**config.mk**
```make
export PLATFORM = sky130hd
export DESIGN_NAME = ctp_fifo
export DESIGN_NICKNAME = d
export VERILOG_FILES = /design/src/sv/ctp_pkg.sv /design/src/sv/ctp_fifo.sv
export SDC_FILE = /design/constraint.sdc
export NUM_CORES = 2
export LEC_CHECK = 0
export BUFFER_PORTS_ARGS = -buffer_cell sky130_fd_sc_hd__buf_2
export CORE_AREA = 5 5 585 587
export DETAILED_ROUTE_END_ITERATION = 8
export DIE_AREA = 0 0 590 592
export HOLD_SLACK_MARGIN = 0.06
export PLACE_DENSITY = 0.58
export SETUP_SLACK_MARGIN = 0.3
export SLEW_MARGIN = 20
export SYNTH_ARGS = -nofsm -noshare
export SYNTH_HDL_FRONTEND = slang
export SYNTH_SLANG_ARGS = --single-unit
```
**constraint.sdc**
```tcl
create_clock -name clk -period 40 [get_ports clk]
set_input_delay 4 -clock clk [delete_from_list [all_inputs] [get_ports clk]]
set_output_delay 4 -clock clk [all_outputs]
set_load 0.03 [all_outputs]
```
**src/sv/ctp_pkg.sv**
```systemverilog
// Shared widths and the queue entry type for the closest point on triangle block.
package ctp_pkg;

  localparam int COORD_W  = 32;
  localparam int DIFF_W   = 33;
  localparam int DOT_W    = 68;
  localparam int PROD_W   = 136;
  localparam int WIDE_W   = 137;
  localparam int SIDE_W   = 70;
  localparam int NUM_W    = 171;
  localparam int DEN_W    = 137;
  localparam int BASE_W   = 34;
  localparam int QBITS    = 41;
  localparam int REM_W    = 180;
  localparam int CHUNK_W  = 34;
  localparam int REGION_W = 3;

  typedef struct packed {
    logic [2:0][NUM_W-1:0]  num;
    logic [DEN_W-1:0]       den;
    logic [2:0][BASE_W-1:0] base;
    logic [REGION_W-1:0]    region;
  } item_t;

endpackage

```
**src/sv/ctp_fifo.sv**
```systemverilog
// Short transaction queue between the front and back pipelines.
module ctp_fifo #(
  parameter int DEPTH = 4
) (
  input  logic           clk,
  input  logic           rst,
  input  logic           push,
  input  ctp_pkg::item_t din,
  output logic           full,
  input  logic           pop,
  output ctp_pkg::item_t dout,
  output logic           empty
);

  localparam int AW   = (DEPTH > 1) ? $clog2(DEPTH) : 1;
  localparam int CNTW = $clog2(DEPTH + 1);

  ctp_pkg::item_t mem [DEPTH];
  logic [AW-1:0] wr, rd;
  logic [CNTW-1:0] count;

  assign full  = count == CNTW'(DEPTH);
  assign empty = count == '0;
  assign dout  = mem[rd];

  always_ff @(posedge clk) begin
    if (rst) begin
      wr    <= '0;
      rd    <= '0;
      count <= '0;
    end else begin
      if (push) begin
        wr <= (wr == AW'(DEPTH - 1)) ? '0 : wr + 1'b1;
      end
      if (pop) begin
        rd <= (rd == AW'(DEPTH - 1)) ? '0 : rd + 1'b1;
      end
      if (push && !pop) begin
        count <= count + 1'b1;
      end else if (pop && !push) begin
        count <= count - 1'b1;
      end
    end
  end

  always_ff @(posedge clk) begin
    if (push) begin
      mem[wr] <= din;
    end
  end

`ifndef ASSERT_OFF
  a_no_overflow: assert property (@(posedge clk) disable iff (rst) push |-> !full)
    else $error("queue written while full");
  a_no_underflow: assert property (@(posedge clk) disable iff (rst) pop |-> !empty)
    else $error("queue read while empty");
  a_count_up: assert property (@(posedge clk) disable iff (rst)
    (push && !pop) |=> count == $past(count) + 1'b1)
    else $error("queue count did not advance on write");
  a_count_bound: assert property (@(posedge clk) disable iff (rst) count <= CNTW'(DEPTH))
    else $error("queue count beyond depth");
`endif

endmodule

```
Word-level counts from Yosys, hierarchy flattened --
Memory sizes are Yosys's and may differ from the RTL's. A register that Yosys moved wholly into a read port is not among the register bits. Cells that the tools add are included.
Word-level totals: register bits 7, RAM bits 3020, bits of input ports 759, memories kept 1
Memory list:
- mem | depth 4, width 755, read ports 1, clocked after Yosys merged registers in 1, wr ports 1, line ctp_fifo.sv:18 | ctp_pkg::item_t mem [DEPTH];
Operators by class: add/subtract/negate cells 4, equality and inequality tests 3, mux-type cells 8, reductions and logical operators 6
Operators with widths (count):
- 2-bit 2-to-1 mux | 4
- 3-bit 2-to-1 mux | 2
- 2-bit by 1-bit adder with 2-bit output (second input constant) | 2
- 2-bit equality test (second input constant) | 2
- 3-bit by 1-bit adder with 3-bit output (second input constant) | 1
- 3-bit equality test (second input constant) | 1
- 3-bit zero test | 1
- 3-bit by 1-bit subtractor with 3-bit output (second input constant) | 1
- 1-bit logical AND | 2
- 1-bit zero test | 2
- 1-bit 2-to-1 mux | 2
- 2-bit nonzero test | 1

Depth between registers and ports, before layout --
word-level depth 4, gate-level depth with buffers 7

Worst setup path before layout --
No wires, ideal clock.
path kind input -> register, from input port push, to memory mem[0][0] (netlist bit), enable pin, data arrival time 20.907 ns, data required time 38.781 ns, slack 17.874 ns, cell stages on the path 1, cells stage by stage and2_1
Between the ends: longest elaborated chain between the ends 2
Ends and longest elaborated chain:
- start, declared | line ctp_fifo.sv:7 | input logic push,
- 1-bit 2-to-1 mux | line ctp_fifo.sv:47 | if (push) begin
- 1-bit 2-to-1 mux (implied by the code) | line ctp_fifo.sv:48 | mem[wr] <= din;
- end, declared | line ctp_fifo.sv:18
Every way passes these cells.

==> impl_results.md <==
* Outcome: finished clean
* Critical path type: reg2out
* Fin nets at 6496
* Worst EP arrival at 7.22 ns
* Final WL at 292200 um
* Postcts setup bufs at 0
* Buf/Inv on CP at 7
* Setup repair after global routing missed its margin: no
* Ys Warns at 0
* Die height at 592 um
* DRC viols at 0
* First-pass GRT wire length at 404200 um
* TNS Setup at 0 ns
* Routed Antenna Nets at 0
* Die area at 349300 um^2
* Clk slew on worst S/H paths at 0.05 ns
* # rows at 213
* Slew @ Worst Pin at 1.086 ns
* Half-perimeter wire length after placement at 199500 um
* Final Critical Period at ~11 ns
* TritonCTS sink count at 3029
* Crit start category: flip-flop
* Top cell by count, worst path: buf_4
* Hold crit path type: reg2reg
* Clk root buf: clkbuf_16
* Family with the most delay on the worst path: buffers and inverters
* Max clock buf depth at 4
* Global-route usage over all layers at between 10% and 20%
* Synthesized cell area at 110400 um^2
* Final Cycle Share at 28.06%
* #FFs+latches synth at about 3000
* Starting Density at 32.89%
* Avg Cell Area, Syn at 27.70 um^2
* Syn Inst Count at 3987
* Iteration-0 DRC Markers at 3882
* Die Width at 590 um
* Worst-path fanout max at 130
* Worst IR Drop VDD at 0.04260 mV
* Sequential fraction of the synthesis area at between 80% and 90%
* Num CTS Buffers at 320
* H-tree levels at 5
* DR pass1 iterations at 7
* Synth Net Count at between 4000 and 5000
* Number of global-route vias before repair at 52650
* Worst Setup End Kind: output pin
* Hold path cells at 2
* Final setup fails at 0
* Crit path depth at 8
* Synth cell types at 20
* Post-route setup slack at 28.78 ns
* Core area at 335800 um^2
* Max stage delay on crit path at 0.84 ns
* Final hold violations at 0
* IO buf count at 1515
* Worst R2R Path Depth at 7
* P_leak at 44.21 nW
* Largest net degree at the start of global routing at 131
* Vias per cell at 4.902
* Area grow syn2layout at 20.53%
* Power Density at 54.66 nW/um^2
* # hold bufs at CTS at 0
* Gpl congestion at roughly 0.8
* Number of antenna violations at the first check in global routing at 247
* CTS tree: done
* Clock latency at the later pin of the worst-skew pair at 0.90 ns
* GRT overflow at 0
* Worst EP required at 36.00 ns
* Max-cap violations at 0
* DP Worst Slack at 29.60 ns
* Max-slew violations at 0
* Cell chain of the critical path: buf_4 > buf_12 > buf_4 > buf_4 > buf_4 > buf_4 > mux4_2 > buf_2
* Drt wl/cell at around 28 um
* Slew HR at 27.62%
* Max Freq at approximately 89 MHz
* Number of top-level pins at 1516
* Clock Skew at approximately 0.08 ns
* Post-CTS resize count at 0
* Via count at 51280
* Layout cells sized above 1 at between 40% and 50%
* Slowest-stage cell, CP: buf_4
==> cell families (layout without fill, tap and decap cells) <==
family | Yosys count | count (layout) | share of synthesized area [%]
fa+ha+maj | 7 | 7 | 0.08610
buf+inv | 172 | 2176 | 1.265
mux | 759 | 759 | 16.27
flops | 3029 | 3029 | 82.28
other cells | 0 | 63 | 0
compound gates | 3 | 3 | 0.01359
xor+xnor | 2 | 2 | 0.01586
simple gates | 15 | 15 | 0.07024
==> per-layer routing <==
| metal | global-route usage (%) | vias up | wire, um |
|---|---|---|---|
| met5 | 0 | - | 1294 |
| met4 | 4.544 | 186 | 9163 |
| met3 | 6.440 | 776 | 29710 |
| met2 | 26.94 | 2099 | 144000 |
| met1 | 19.12 | 26860 | 108000 |
| li1 | - | 21350 | - |
==> cells in the mapped netlist <==
cell / instances / area [um^2]
mux2i_1: 4 / 40.04
xor2_1: 2 / 17.52
o21ai_0: 1 / 5.000
nor2_1: 7 / 26.28
inv_1: 4 / 15.01
mux4_1: 247 / 6490
clkbuf_1: 8 / 30.03
dfxtp_1: 9 / 180.2
edfxtp_1: 3020 / 90690
nor3b_1: 2 / 15.01
a21oi_1: 2 / 10.01
or3_1: 1 / 6.260
mux4_2: 508 / 11440
nor3_1: 1 / 5.000
buf_6: 77 / 867.1
fa_1: 1 / 20.02
buf_2: 76 / 380.4
ha_1: 6 / 75.07
buf_8: 7 / 105.1
and2_1: 4 / 25.02
==> final timing paths <==
path | startpoint | endpoint | slack [ns]
setup / recovery | flip-flop | dout[267] | 28.78
setup reg to reg | wr[0] | mem[3][351] | 34.04
hold / removal | count[2] | count[2] | 0.53
hold reg to reg | count[2] | count[2] | 0.53
==> metrics by stage <==
stage	util [%]	hold WS, ns	cell area [um^2]	total power [mW]	std cells
after floorplan	-	0.4603	110400	4.328	3987
after global placement	36.59	0.4742	122900	4.517	9814
after detailed placement	36.59	0.5266	122900	4.529	9814
after CTS	39.59	0.5316	132900	7.367	10400
after global routing	39.60	0.5369	133000	7.531	10410
final	39.64	0.5347	133100	7.276	10460
==> layout by cell type, fill, tap and decap left out, drive strengths merged <==
| master | Yosys | routed |
|---|---|---|
| mux2i | 4 | 4 |
| nor3 | 1 | 1 |
| clkbuf | 8 | 397 |
| a21oi | 2 | 2 |
| ha | 6 | 6 |
| o21ai | 1 | 1 |
| clkinvlp | 0 | 5 |
| bufinv | 0 | 18 |
| or3 | 1 | 1 |
| mux4 | 755 | 755 |
| clkinv | 0 | 150 |
| and2 | 4 | 4 |
| dfxtp | 9 | 9 |
| nor3b | 2 | 2 |
| fa | 1 | 1 |
| nor2 | 7 | 7 |
| diode | 0 | 63 |
| inv | 4 | 17 |
| edfxtp | 3020 | 3020 |
| xor2 | 2 | 2 |
| buf | 160 | 1589 |
==> worst reg2reg max path: cells and delay by family (launching register included) <==
family,cells,cell delay [ns]
buf+inv,5,4.14
fa+ha+maj,1,0.21
flops,1,0.40
simple gates,1,0.78
==> registers in the layout, summed over array words and instances, names as in the netlist, named ones only <==
name   flops
count      3
rd         2
wr         2
mem     3020
==> where the power goes <==
part / leakage, nW / total (mW) / switching, mW / internal [mW]
Combinational: 11.5 / 0.773 / 0.530 / 0.243
Sequential: 27.8 / 3.67 / 0.0283 / 3.64
Clock: 4.91 / 2.83 / 1.21 / 1.62
Total: 44.2 / 7.28 / 1.77 / 5.51
==> cell type report <==
type                    count  area [um^2]
fillers                 29630       202700
flip-flops and latches   3029        90870
multi-input cells         786        18190
clock buffers             397         8382
repair buffers           1589         8288
well taps                4407         5514
clock inverters           186         1699
diodes                     63        157.7
inverters                   4        15.01
No activity file was read; power rests on OpenSTA's default activity.
